<file path="src/rtl/tor_pkg.sv">
// ----------------------------------------------------------------------------
// tor_pkg: shared types and codes for the telnet receive negotiator
// Telnet command bytes, option codes, result kinds and the result record.
// ----------------------------------------------------------------------------
package tor_pkg;

    // telnet command bytes
    localparam logic [7:0] CMD_SE   = 8'd240;
    localparam logic [7:0] CMD_SB   = 8'd250;
    localparam logic [7:0] CMD_WILL = 8'd251;
    localparam logic [7:0] CMD_WONT = 8'd252;
    localparam logic [7:0] CMD_DO   = 8'd253;
    localparam logic [7:0] CMD_DONT = 8'd254;
    localparam logic [7:0] CMD_IAC  = 8'd255;

    // option codes
    localparam logic [7:0] OPT_BINARY        = 8'd0;
    localparam logic [7:0] OPT_ECHO          = 8'd1;
    localparam logic [7:0] OPT_SGA           = 8'd3;
    localparam logic [7:0] OPT_TIMING_MARK   = 8'd6;
    localparam logic [7:0] OPT_TERMINAL_TYPE = 8'd24;
    localparam logic [7:0] OPT_EOR           = 8'd25;
    localparam logic [7:0] OPT_NEW_ENVIRON   = 8'd39;
    localparam logic [7:0] OPT_START_TLS     = 8'd46;

    // result kinds
    localparam logic [2:0] KIND_DATA    = 3'd0;
    localparam logic [2:0] KIND_REPLY   = 3'd1;
    localparam logic [2:0] KIND_TTYPE   = 3'd2;
    localparam logic [2:0] KIND_ENVIRON = 3'd3;
    localparam logic [2:0] KIND_TLS     = 3'd4;

    // one result transaction
    typedef struct packed {
        logic [2:0] result_kind;
        logic [7:0] data_byte;
        logic [7:0] reply_verb;
        logic [7:0] reply_option;
        logic       binary_agreed;
        logic       eor_agreed;
    } result_t;

endpackage

</file>
<file path="src/rtl/tor_parser.sv">
// ----------------------------------------------------------------------------
// tor_parser: telnet command parser and option negotiator
// Decodes one registered byte per step, keeps the parse state and the
// binary / eor agreements, and forms at most one result per byte.
// ----------------------------------------------------------------------------
module tor_parser
(
    input  logic              clk,
    input  logic              rst_n,
    input  logic              step,
    input  logic [7:0]        rx_byte,
    output logic              res_valid,
    output tor_pkg::result_t  res
);
    import tor_pkg::*;

    localparam logic [1:0] PH_NORMAL = 2'd0;
    localparam logic [1:0] PH_IAC    = 2'd1;
    localparam logic [1:0] PH_VERB   = 2'd2;

    logic [1:0] phase_reg, phase_next;
    logic [7:0] held_cmd_reg, held_cmd_next;
    logic       in_sub_reg, in_sub_next;
    logic [7:0] sub_opt_reg, sub_opt_next;
    logic       bin_reg, bin_next;
    logic       eor_reg, eor_next;

    logic       hit;
    logic [2:0] kind;
    logic [7:0] data;
    logic [7:0] verb;
    logic [7:0] opt;

    always_comb
    begin
        phase_next    = PH_NORMAL;
        held_cmd_next = held_cmd_reg;
        in_sub_next   = in_sub_reg;
        sub_opt_next  = sub_opt_reg;
        bin_next      = bin_reg;
        eor_next      = eor_reg;
        hit  = 1'b0;
        kind = KIND_DATA;
        data = 8'd0;
        verb = 8'd0;
        opt  = 8'd0;

        case (phase_reg)
            PH_IAC:
            begin
                if (rx_byte == CMD_IAC)
                begin
                    // escaped 255 is swallowed inside a subnegotiation
                    if (!in_sub_reg)
                    begin
                        hit  = 1'b1;
                        data = CMD_IAC;
                    end
                end
                else if (rx_byte >= CMD_SB && rx_byte <= CMD_DONT)
                begin
                    held_cmd_next = rx_byte;
                    phase_next    = PH_VERB;
                end
                else if (rx_byte == CMD_SE && in_sub_reg)
                begin
                    in_sub_next = 1'b0;
                    if (sub_opt_reg == OPT_TERMINAL_TYPE)
                    begin
                        hit  = 1'b1;
                        kind = KIND_TTYPE;
                    end
                    else if (sub_opt_reg == OPT_NEW_ENVIRON)
                    begin
                        hit  = 1'b1;
                        kind = KIND_ENVIRON;
                    end
                end
            end
            PH_VERB:
            begin
                if (held_cmd_reg == CMD_WILL)
                begin
                    hit  = 1'b1;
                    kind = KIND_REPLY;
                    opt  = rx_byte;
                    if (rx_byte == OPT_BINARY || rx_byte == OPT_EOR ||
                        rx_byte == OPT_ECHO || rx_byte == OPT_SGA)
                    begin
                        verb = CMD_DO;
                        if (rx_byte == OPT_BINARY)
                            bin_next = 1'b1;
                        if (rx_byte == OPT_EOR)
                            eor_next = 1'b1;
                    end
                    else if (rx_byte == OPT_START_TLS)
                    begin
                        kind = KIND_TLS;
                        opt  = 8'd0;
                    end
                    else
                    begin
                        verb = CMD_DONT;
                    end
                end
                else if (held_cmd_reg == CMD_DO)
                begin
                    hit  = 1'b1;
                    kind = KIND_REPLY;
                    opt  = rx_byte;
                    if (rx_byte == OPT_BINARY || rx_byte == OPT_EOR ||
                        rx_byte == OPT_TERMINAL_TYPE || rx_byte == OPT_NEW_ENVIRON)
                    begin
                        verb = CMD_WILL;
                        if (rx_byte == OPT_BINARY)
                            bin_next = 1'b1;
                        if (rx_byte == OPT_EOR)
                            eor_next = 1'b1;
                    end
                    else
                    begin
                        // timing mark and unknown options both get wont
                        verb = CMD_WONT;
                    end
                end
                else if (held_cmd_reg == CMD_SB)
                begin
                    in_sub_next  = 1'b1;
                    sub_opt_next = rx_byte;
                end
            end
            default:
            begin
                if (rx_byte == CMD_IAC)
                    phase_next = PH_IAC;
                else if (!in_sub_reg)
                begin
                    hit  = 1'b1;
                    data = rx_byte;
                end
            end
        endcase
    end

    assign res_valid         = step && hit;
    assign res.result_kind   = kind;
    assign res.data_byte     = data;
    assign res.reply_verb    = verb;
    assign res.reply_option  = opt;
    assign res.binary_agreed = bin_next;
    assign res.eor_agreed    = eor_next;

    always_ff @(posedge clk or negedge rst_n)
    begin
        if (!rst_n)
        begin
            phase_reg    <= PH_NORMAL;
            held_cmd_reg <= 8'd0;
            in_sub_reg   <= 1'b0;
            sub_opt_reg  <= 8'd0;
            bin_reg      <= 1'b0;
            eor_reg      <= 1'b0;
        end
        else if (step)
        begin
            phase_reg    <= phase_next;
            held_cmd_reg <= held_cmd_next;
            in_sub_reg   <= in_sub_next;
            sub_opt_reg  <= sub_opt_next;
            bin_reg      <= bin_next;
            eor_reg      <= eor_next;
        end
    end

    a_bin_sticky: assert property (@(posedge clk) disable iff (!rst_n)
        bin_reg |=> bin_reg)
        else $error("binary agreement dropped");

    a_verb_held: assert property (@(posedge clk) disable iff (!rst_n)
        phase_reg == PH_VERB |-> (held_cmd_reg >= CMD_SB && held_cmd_reg <= CMD_DONT))
        else $error("verb phase without a negotiation verb");

    a_data_clean: assert property (@(posedge clk) disable iff (!rst_n)
        (res_valid && res.result_kind == KIND_DATA) |->
        (res.reply_verb == 8'd0 && res.reply_option == 8'd0))
        else $error("data transaction carries reply fields");

endmodule

</file>
<file path="src/rtl/tor_out_buf.sv">
// ----------------------------------------------------------------------------
// tor_out_buf: two-entry result buffer
// Holds finished results for the output stream so the parser keeps taking
// bytes while the consumer stalls, until both entries are full.
// ----------------------------------------------------------------------------
module tor_out_buf
(
    input  logic              clk,
    input  logic              rst_n,
    input  logic              push,
    input  tor_pkg::result_t  push_data,
    output logic              ready,
    output logic              m_axis_tvalid,
    input  logic              m_axis_tready,
    output tor_pkg::result_t  head
);
    import tor_pkg::*;

    result_t    mem [2];
    logic       wr_ptr_reg, wr_ptr_next;
    logic       rd_ptr_reg, rd_ptr_next;
    logic [1:0] count_reg, count_next;
    logic       pop;

    assign ready         = (count_reg != 2'd2);
    assign m_axis_tvalid = (count_reg != 2'd0);
    assign pop           = m_axis_tvalid && m_axis_tready;
    assign head          = mem[rd_ptr_reg];

    always_comb
    begin
        wr_ptr_next = push ? ~wr_ptr_reg : wr_ptr_reg;
        rd_ptr_next = pop ? ~rd_ptr_reg : rd_ptr_reg;
        count_next  = count_reg + {1'b0, push} - {1'b0, pop};
    end

    always_ff @(posedge clk)
    begin
        if (push)
            mem[wr_ptr_reg] <= push_data;
    end

    always_ff @(posedge clk or negedge rst_n)
    begin
        if (!rst_n)
        begin
            wr_ptr_reg <= 1'b0;
            rd_ptr_reg <= 1'b0;
            count_reg  <= 2'd0;
        end
        else
        begin
            wr_ptr_reg <= wr_ptr_next;
            rd_ptr_reg <= rd_ptr_next;
            count_reg  <= count_next;
        end
    end

    a_no_overflow: assert property (@(posedge clk) disable iff (!rst_n)
        !(push && count_reg == 2'd2))
        else $error("push into full result buffer");

    a_count_range: assert property (@(posedge clk) disable iff (!rst_n)
        count_reg != 2'd3)
        else $error("result buffer count out of range");

    a_ptr_match: assert property (@(posedge clk) disable iff (!rst_n)
        (count_reg == 2'd0 || count_reg == 2'd2) |-> (wr_ptr_reg == rd_ptr_reg))
        else $error("buffer pointers disagree with count");

endmodule

</file>
<file path="src/rtl/telnet_rx_option_negotiator.sv">
// ----------------------------------------------------------------------------
// telnet_rx_option_negotiator: telnet receive command parser
// Strips telnet commands from a received byte stream, answers option
// negotiation and reports terminal-type, environment and start-tls requests.
//
//   channel   dir  tdata                                    tuser
//   s_axis    in   [7:0] rx_byte                            -
//   m_axis    out  [7:0] data_byte [15:8] reply_verb         [2:0] result_kind
//                  [23:16] reply_option [24] binary_agreed
//                  [25] eor_agreed [31:26] zero
//
// one byte per cycle while the result buffer has room; a byte that makes a result
// passes the input register, then the result buffer, before it shows on m_axis
// the parse state updates once per byte in a single decode stage
// bytes that make no result are consumed without an output transaction
// input waits while the input register holds a byte and the two-entry result
// buffer is full; under steady traffic each output stall holds up the input
// rst_n clears parse state, agreements and buffer occupancy
// ----------------------------------------------------------------------------
module telnet_rx_option_negotiator
(
    input  logic        clk,
    input  logic        rst_n,
    input  logic        s_axis_tvalid,
    output logic        s_axis_tready,
    input  logic [7:0]  s_axis_tdata,   // [7:0] rx_byte
    output logic        m_axis_tvalid,
    input  logic        m_axis_tready,
    output logic [31:0] m_axis_tdata,   // data_byte, reply_verb, reply_option,
                                        // binary_agreed, eor_agreed, zero pad
    output logic [2:0]  m_axis_tuser    // result_kind
);
    import tor_pkg::*;

    logic       in_valid_reg, in_valid_next;
    logic [7:0] in_byte_reg;
    logic       buf_ready;
    logic       step;
    logic       s_accept;
    logic       res_valid;
    result_t    res;
    result_t    head;

    assign step          = in_valid_reg && buf_ready;
    assign s_axis_tready = !in_valid_reg || buf_ready;
    assign s_accept      = s_axis_tvalid && s_axis_tready;

    always_comb
    begin
        if (s_accept)
            in_valid_next = 1'b1;
        else if (step)
            in_valid_next = 1'b0;
        else
            in_valid_next = in_valid_reg;
    end

    always_ff @(posedge clk or negedge rst_n)
    begin
        if (!rst_n)
            in_valid_reg <= 1'b0;
        else
            in_valid_reg <= in_valid_next;
    end

    always_ff @(posedge clk)
    begin
        if (s_accept)
            in_byte_reg <= s_axis_tdata;
    end

    tor_parser u_parser
    (
        .clk       (clk),
        .rst_n     (rst_n),
        .step      (step),
        .rx_byte   (in_byte_reg),
        .res_valid (res_valid),
        .res       (res)
    );

    tor_out_buf u_out_buf
    (
        .clk           (clk),
        .rst_n         (rst_n),
        .push          (res_valid),
        .push_data     (res),
        .ready         (buf_ready),
        .m_axis_tvalid (m_axis_tvalid),
        .m_axis_tready (m_axis_tready),
        .head          (head)
    );

    assign m_axis_tuser = head.result_kind;
    assign m_axis_tdata = {6'd0, head.eor_agreed, head.binary_agreed,
                           head.reply_option, head.reply_verb, head.data_byte};

endmodule

</file>
<file path="config.mk">
export PLATFORM = sky130hd
export DESIGN_NAME = telnet_rx_option_negotiator
export DESIGN_NICKNAME = d
export VERILOG_FILES = /design/src/rtl/tor_pkg.sv /design/src/rtl/tor_parser.sv /design/src/rtl/tor_out_buf.sv /design/src/rtl/telnet_rx_option_negotiator.sv
export SDC_FILE = /design/constraint.sdc
export NUM_CORES = 1
export LEC_CHECK = 0
export BUFFER_PORTS_ARGS = -buffer_cell sky130_fd_sc_hd__buf_2
export CAP_MARGIN = 20
export CORE_MARGIN = 2
export CORE_UTILIZATION = 55
export DETAILED_ROUTE_END_ITERATION = 10
export MAX_ROUTING_LAYER = met4
export PLACE_DENSITY = 0.87
export SLEW_MARGIN = 30
export SYNTH_ARGS = -nofsm -noshare
export SYNTH_HDL_FRONTEND = slang
export SYNTH_SLANG_ARGS = --single-unit
</file>
<file path="constraint.sdc">
create_clock -name clk -period 3.4 [get_ports clk]
set_input_delay 0.85 -clock clk [delete_from_list [all_inputs] [get_ports clk]]
set_output_delay 0.85 -clock clk [all_outputs]
set_load 0.03 [all_outputs]
</file>
==> impl_metrics.ini, run 1 <==
[run_status]
outcome = completed

[cells_and_area]
antenna_cells = 0
syn_to_final_growth_pct = 11.6
drive_above_1_share_pct = 37.1
fin_cells = 387
fillCellCount = 512
largest_register_ff_count = 50
max_flop_register = u_out_buf.mem
nNetsFinal = 318

[sta]
fin_ws_ns = 0.667
setup_viol = 0
maxSlewHeadroom_pct = 53.6
timing.hold.ws_ns = 0.463
max_clock_freq_ghz = 0.366
fin_skew_ns = 0.00920
fin_setup_tns_ns = 0
hold_violations = 0
final_max_slew_viol_count = 0
rsz0062_at_grt = false
post-route-period-util_pct = 80.4
layout_min_cycle_time_ns = 2.73
worst_pin_slew_ns = 0.693

[yosys]
synthFlopType = edfxtp_1
syn_area_um2 = 3750
synth-edff-count = 58
yosysSeqAreaShare_pct = 63.8
post_synth.cell_area_avg_um2 = 14.4
synth_async_sr_flop_share_pct = 31.0
netlist_instances = 260
ys_ff_latch = 84
synth_cell_type_count = 48
ys_warn_count = 0

[clock_tree]
clock_sinks = 84
cts_tree = built
clk_pin_slew_worst_paths_ns = 0.08
ctsHoldBuffers = 0
cts.repair.resized = 0
root_buffer = clkbuf_8
cts_buffer_depth = 2
cts_buffers = 9
cts-htree-levels = 3
cts_setup_buffers = 0
clock_latency_ns = 0.35

[global_routing]
grt_usage_pct = 19.9
antenna_found_initial = 0
grt_pass1_wl_um = 10700
grt_pass1_vias = 2223
grt_overflow = 0
grt_max_degree = 27

[pwr]
power_density_nw_per_um2 = 809
ir_drop_mv = 0.424
p_leak_nw = 1.69

[worst_setup_path]
reg2regPathDepth = 11
critPathLaunchType = register
arrival_ns = 1.88
worstSetupPathType = register to output port
cp_max_fo = 17
critPathRequiredTime_ns = 2.55
setup.worst_path.end_class = output port

[placement]
gp_congestion = 0.894
place_inst = 371
place.detailed.hpwl_um = 4680
port_buffers = 42
dp_slack_ns = 0.956

[detailed_routing]
drt-total-wl_um = 6670
routed_via_density = 5.67
final_antenna_net_count = 0
drt_iter0_markers = 299
drc = 0
dr.pass1.iters = 4
via_count = 2194
wl_per_cell_um = 17.2

[die]
io-pin-count = 49
die_w_um = 86.6
row_count = 30
core_um2 = 6680
die_area_um2 = 7500
die_y_um = 86.6
start_util_pct = 56.1

[run]
maxCapViolations = 0

[min_path]
whs_path_depth = 1
hold_class = register to register
-- layout make-up --
type / instances / area, um^2 / area share [%]
clock inverter: 4 / 48.8 / 1.17
timing repair buffer: 45 / 233 / 5.56
multi-input combinational: 156 / 1240 / 29.7
clock buffer: 12 / 145 / 3.47
sequential: 84 / 2390 / 57.1
tap: 80 / 100 / 2.39
inverter: 6 / 22.5 / 0.538
-- report_power, final --
group / switching, mW / total, mW / leakage [nW] / internal [mW]
Sequential: 0.117 / 1.49 / 0.900 / 1.37
Combinational: 0.792 / 1.20 / 0.698 / 0.406
Clock: 0.338 / 0.696 / 0.0903 / 0.358
Total: 1.25 / 3.39 / 1.69 / 2.14
-- path summary, 6_finish.rpt --
| check | start | end | slack (ns) |
|---|---|---|---|
| setup / recovery | u_out_buf.rd_ptr_reg | m_axis_tdata[15] | 0.67 |
| hold / removal | u_parser.held_cmd_reg[4] | u_parser.held_cmd_reg[4] | 0.46 |
| setup reg to reg | u_parser.phase_reg[0] | u_out_buf.count_reg[1] | 0.96 |
| hold reg to reg | u_parser.held_cmd_reg[4] | u_parser.held_cmd_reg[4] | 0.46 |
| max in group asynchronous | rst_n | u_parser.held_cmd_reg[3] | 2.52 |
| min in group asynchronous | rst_n | u_parser.sub_opt_reg[2] | 0.49 |
-- per-stage QoR --
stage	area, um^2	total power, mW	utilization [%]
floorplan	3770	2.43	-
global placement	3990	2.70	59.8
detailed placement	3990	2.73	59.8
CTS	4190	3.42	62.7
global route	4190	3.54	62.7
finish	4190	3.39	62.7
-- cell usage in the layout, fill, tap and decap left out, types with 4 or more instances in the layout --
master / instances
edfxtp_1: 58
buf_2: 42
mux2_2: 36
dfrtp_1: 26
and2_1: 12
nor2_1: 10
clkbuf_8: 10
a21o_1: 9
nand2_1: 8
nand4_1: 7
or2_2: 7
inv_1: 6
conb_1: 6
nor3_1: 4
nand3_1: 4
nand2b_1: 4
ha_1: 4
-- cell usage after synthesis (all sizes together) (4+ instances only) --
master  instances  area [um^2]
edfxtp         58         1740
mux2           36          405
dfrtp          26          651
buf            16          104
and2           12         75.1
nor2           12         45.0
a21o            9         67.6
nand2           9         36.3
or2             8         50.1
nand4           7         43.8
inv             6         22.5
nand3           5         37.5
nor3            5         36.3
ha              4         50.1
nand2b          4         25.0
nor4            4         55.1
-- cell families (layout without fill, tap and decap cells) --
kind of cell / after synthesis / in the layout / synth area share (%)
AOI/OAI and AO/OA: 25 / 25 / 5.10
xor gates and xnor gates: 5 / 5 / 1.17
adders and majority gates: 4 / 4 / 1.33
buffers and inverters: 25 / 67 / 3.67
DFF: 84 / 84 / 63.8
muxes: 36 / 36 / 10.8
other: 1 / 6 / 0.100
and+or+nand+nor: 80 / 80 / 14.0
-- critical path: stages (launching register included) --
cell     delay (ns)
dfrtp_1        0.61
buf_4          0.33
mux2_2         0.40
buf_2          0.19
-- per-layer routing --
metal | up-vias | global-route usage [%] | wire (um)
li1 | 1031 | - | -
met2 | 81 | 32.2 | 3330
met1 | 1069 | 23.8 | 2820
met4 | 0 | 8.38 | 102
met3 | 13 | 5.14 | 417
met5 | - | - | 0
(Power assumes the default switching activity.)
==> run 2, diff against run 1 <==
Settings changed: ABC_AREA set to 1, CORE_UTILIZATION 55 to 52.
Clock period 3.4 ns to 2.25 ns, I/O delays scaled along.
==> run 2 against run 1 <==
Compared with the run above:
- area after synthesis grew 2.7%
- sequential share of layout area shrank 3.4 points
- core utilization shrank 0.95 points
- cell count grew 41%
- wire length grew 13%
- combinational power grew 78%
- via count grew 26%
- flip-flop and latch count is the same
- synthesized cell count grew 48%
- count of clock-buffer cells in the layout is the same
- non-clock buffer count grew 11
- largest cell class unchanged
==> impl_metrics.ini, run 2 <==
[clock_tree]
cts_buffer_depth = 2
ctsHoldBuffers = 0
clk_pin_slew_worst_paths_ns = 0.08
root_buffer = clkbuf_8
clock_sinks = 84
cts_buffers = 9
cts_tree = built
clock_latency_ns = 0.35
cts-htree-levels = 3

[global_routing]
antenna_found_initial = 0
grt_usage_pct = 19.8
grt_pass1_wl_um = 12300
grt_max_degree = 27
grt_pass1_vias = 2659
grt_overflow = 0

[yosys]
synth_area_leader_cell = edfxtp_1
synth-edff-count = 58
synth_top_cell_area_share_pct = 45.2
yosysSeqAreaShare_pct = 62.1
ys_warn_count = 0
ys_ff_latch = 84
syn_area_um2 = 3850
synthTopCellsByCount = nand2_1, edfxtp_1, inv_1, nor2_1, dfrtp_1
synth_top_cells_by_area = edfxtp_1, dfrtp_1, nand2_1
netlist_instances = 386
synth_async_sr_flop_share_pct = 31.0
synthFlopType = edfxtp_1
synth_cell_type_count = 33
synth_most_common_cell = nand2_1
post_synth.cell_area_avg_um2 = 9.98

[worst_setup_path]
arrival_ns = 2.37
worstSetupPathType = register to register
critPathLaunchType = register
setup.worst_path.end_class = register
cp_max_fo = 4
critPathRequiredTime_ns = 2.48
rrSetupSlack_ns = 0.11

[cells_and_area]
mostFrequentLayoutCell = nand2_1
fillCellCount = 595
max_flop_register = u_out_buf.mem
antenna_cells = 0
fin_cells = 544
largest_register_ff_count = 50
syn_to_final_growth_pct = 15.5
drive_above_1_share_pct = 24.5
nNetsFinal = 456
final_cell_mix = nand2_1, edfxtp_1, buf_2, inv_1, nor2_1
post-route-util_pct = 61.7

[die]
row_count = 31
die_area_um2 = 8120
core_um2 = 7210
die_y_um = 90.1
io-pin-count = 49
start_util_pct = 53.4
die_w_um = 90.1

[pwr]
power_density_nw_per_um2 = 1200
ir_drop_mv = 0.492
finalPower_mw = 5.35
p_leak_nw = 2.00

[detailed_routing]
drt-total-wl_um = 7520
drt_iter0_markers = 253
dr.pass1.iters = 5
routed_via_density = 5.07
via_count = 2760
final_antenna_net_count = 0
drc = 0
wl_per_cell_um = 13.8

[min_path]
hold_class = primary input to asynchronous set/reset pin

[sta]
layout_min_cycle_time_ns = 2.14
worst_pin_slew_ns = 0.595
fin_skew_ns = 0.00956
final_max_slew_viol_count = 0
setup_viol = 0
max_clock_freq_ghz = 0.468
maxSlewHeadroom_pct = 60.3
hold_violations = 0
timing.hold.ws_ns = 0.201
post-route-period-util_pct = 95.0

[placement]
place_inst = 519
port_buffers = 42
gp_congestion = 0.951
place.detailed.hpwl_um = 5200

[run_status]
outcome = completed

[run]
maxCapViolations = 0
[run 2: final cells by class]
type                       instances  area [um^2]  share of cell area (%)
clock buffer                      12          135                    3.04
clock inverter                     4         50.0                    1.12
inverter                          42          158                    3.54
multi-input combinational        247         1240                    27.8
sequential                        84         2390                    53.7
tap                               99          124                    2.78
timing repair buffer              56          357                    8.01
[run 2: stage by stage]
stage,instance area (um^2),worst slack (ns),setup TNS [ns]
global route,4450,-0.00408,-0.00408
global placement,4160,0.187,0
detailed placement,4160,0.0214,0
floorplan,3870,0.0608,0
finish,4450,0.113,0
CTS,4360,0.0118,0
[run 2: final timing paths]
check,end,start,cells after the start
max reg2reg,u_out_buf.count_reg[1],in_byte_reg[2],14
min in group clk,in_byte_reg[2],s_axis_tdata[2],1
max in group asynchronous,u_parser.eor_reg,rst_n,1
max,u_out_buf.count_reg[1],in_byte_reg[2],14
min reg2reg,u_parser.eor_reg,u_parser.eor_reg,2
min,u_parser.held_cmd_reg[6],rst_n,1
[run 2: what timing repair did]
item,4_1_cts,5_1_grt
gates resized for setup,1,10
endpoints found under the setup margin,1,1
setup buffers,2,7
pin swaps,0,3
[run 2: metal layers]
layer | GRT usage [%] | up-vias | part of all wire [%]
met3 | 4.44 | 20 | 6.5
met2 | 31.8 | 109 | 49
li1 | - | 1342 | -
met4 | 8.59 | 0 | 2.2
met5 | - | - | 0
met1 | 24.3 | 1289 | 42
[run 2: kinds of logic (layout without fill, tap and decap cells)]
group	count (synthesis)	after routing	share of synthesized area, %
buffers and inverters	60	114	7.27
XOR/XNOR	3	3	0.682
other	1	6	0.0973
AO/OA/AOI/OAI	32	32	5.65
flip-flops	84	84	62.1
AND/OR/NAND/NOR	202	202	22.9
adder cells (fa/ha/maj)	4	4	1.30
[run 2: worst max-delay path, cell delays in order (launching register included)]
cell	delay, ns
edfxtp_1	0.46
buf_6	0.15
nand2_1	0.06
nor2_2	0.07
inv_1	0.05
nand2_1	0.06
nor2_1	0.09
nand3_1	0.11
nand2_2	0.12
nand2_4	0.06
ha_1	0.28
inv_1	0.04
ha_2	0.18
xnor2_2	0.13
xor2_1	0.14
[run 2: where the power goes]
group | leakage, nW | switching (mW) | internal (mW)
Combinational | 1.01 | 1.53 | 0.614
Sequential | 0.906 | 0.116 | 2.07
Clock | 0.0866 | 0.515 | 0.512
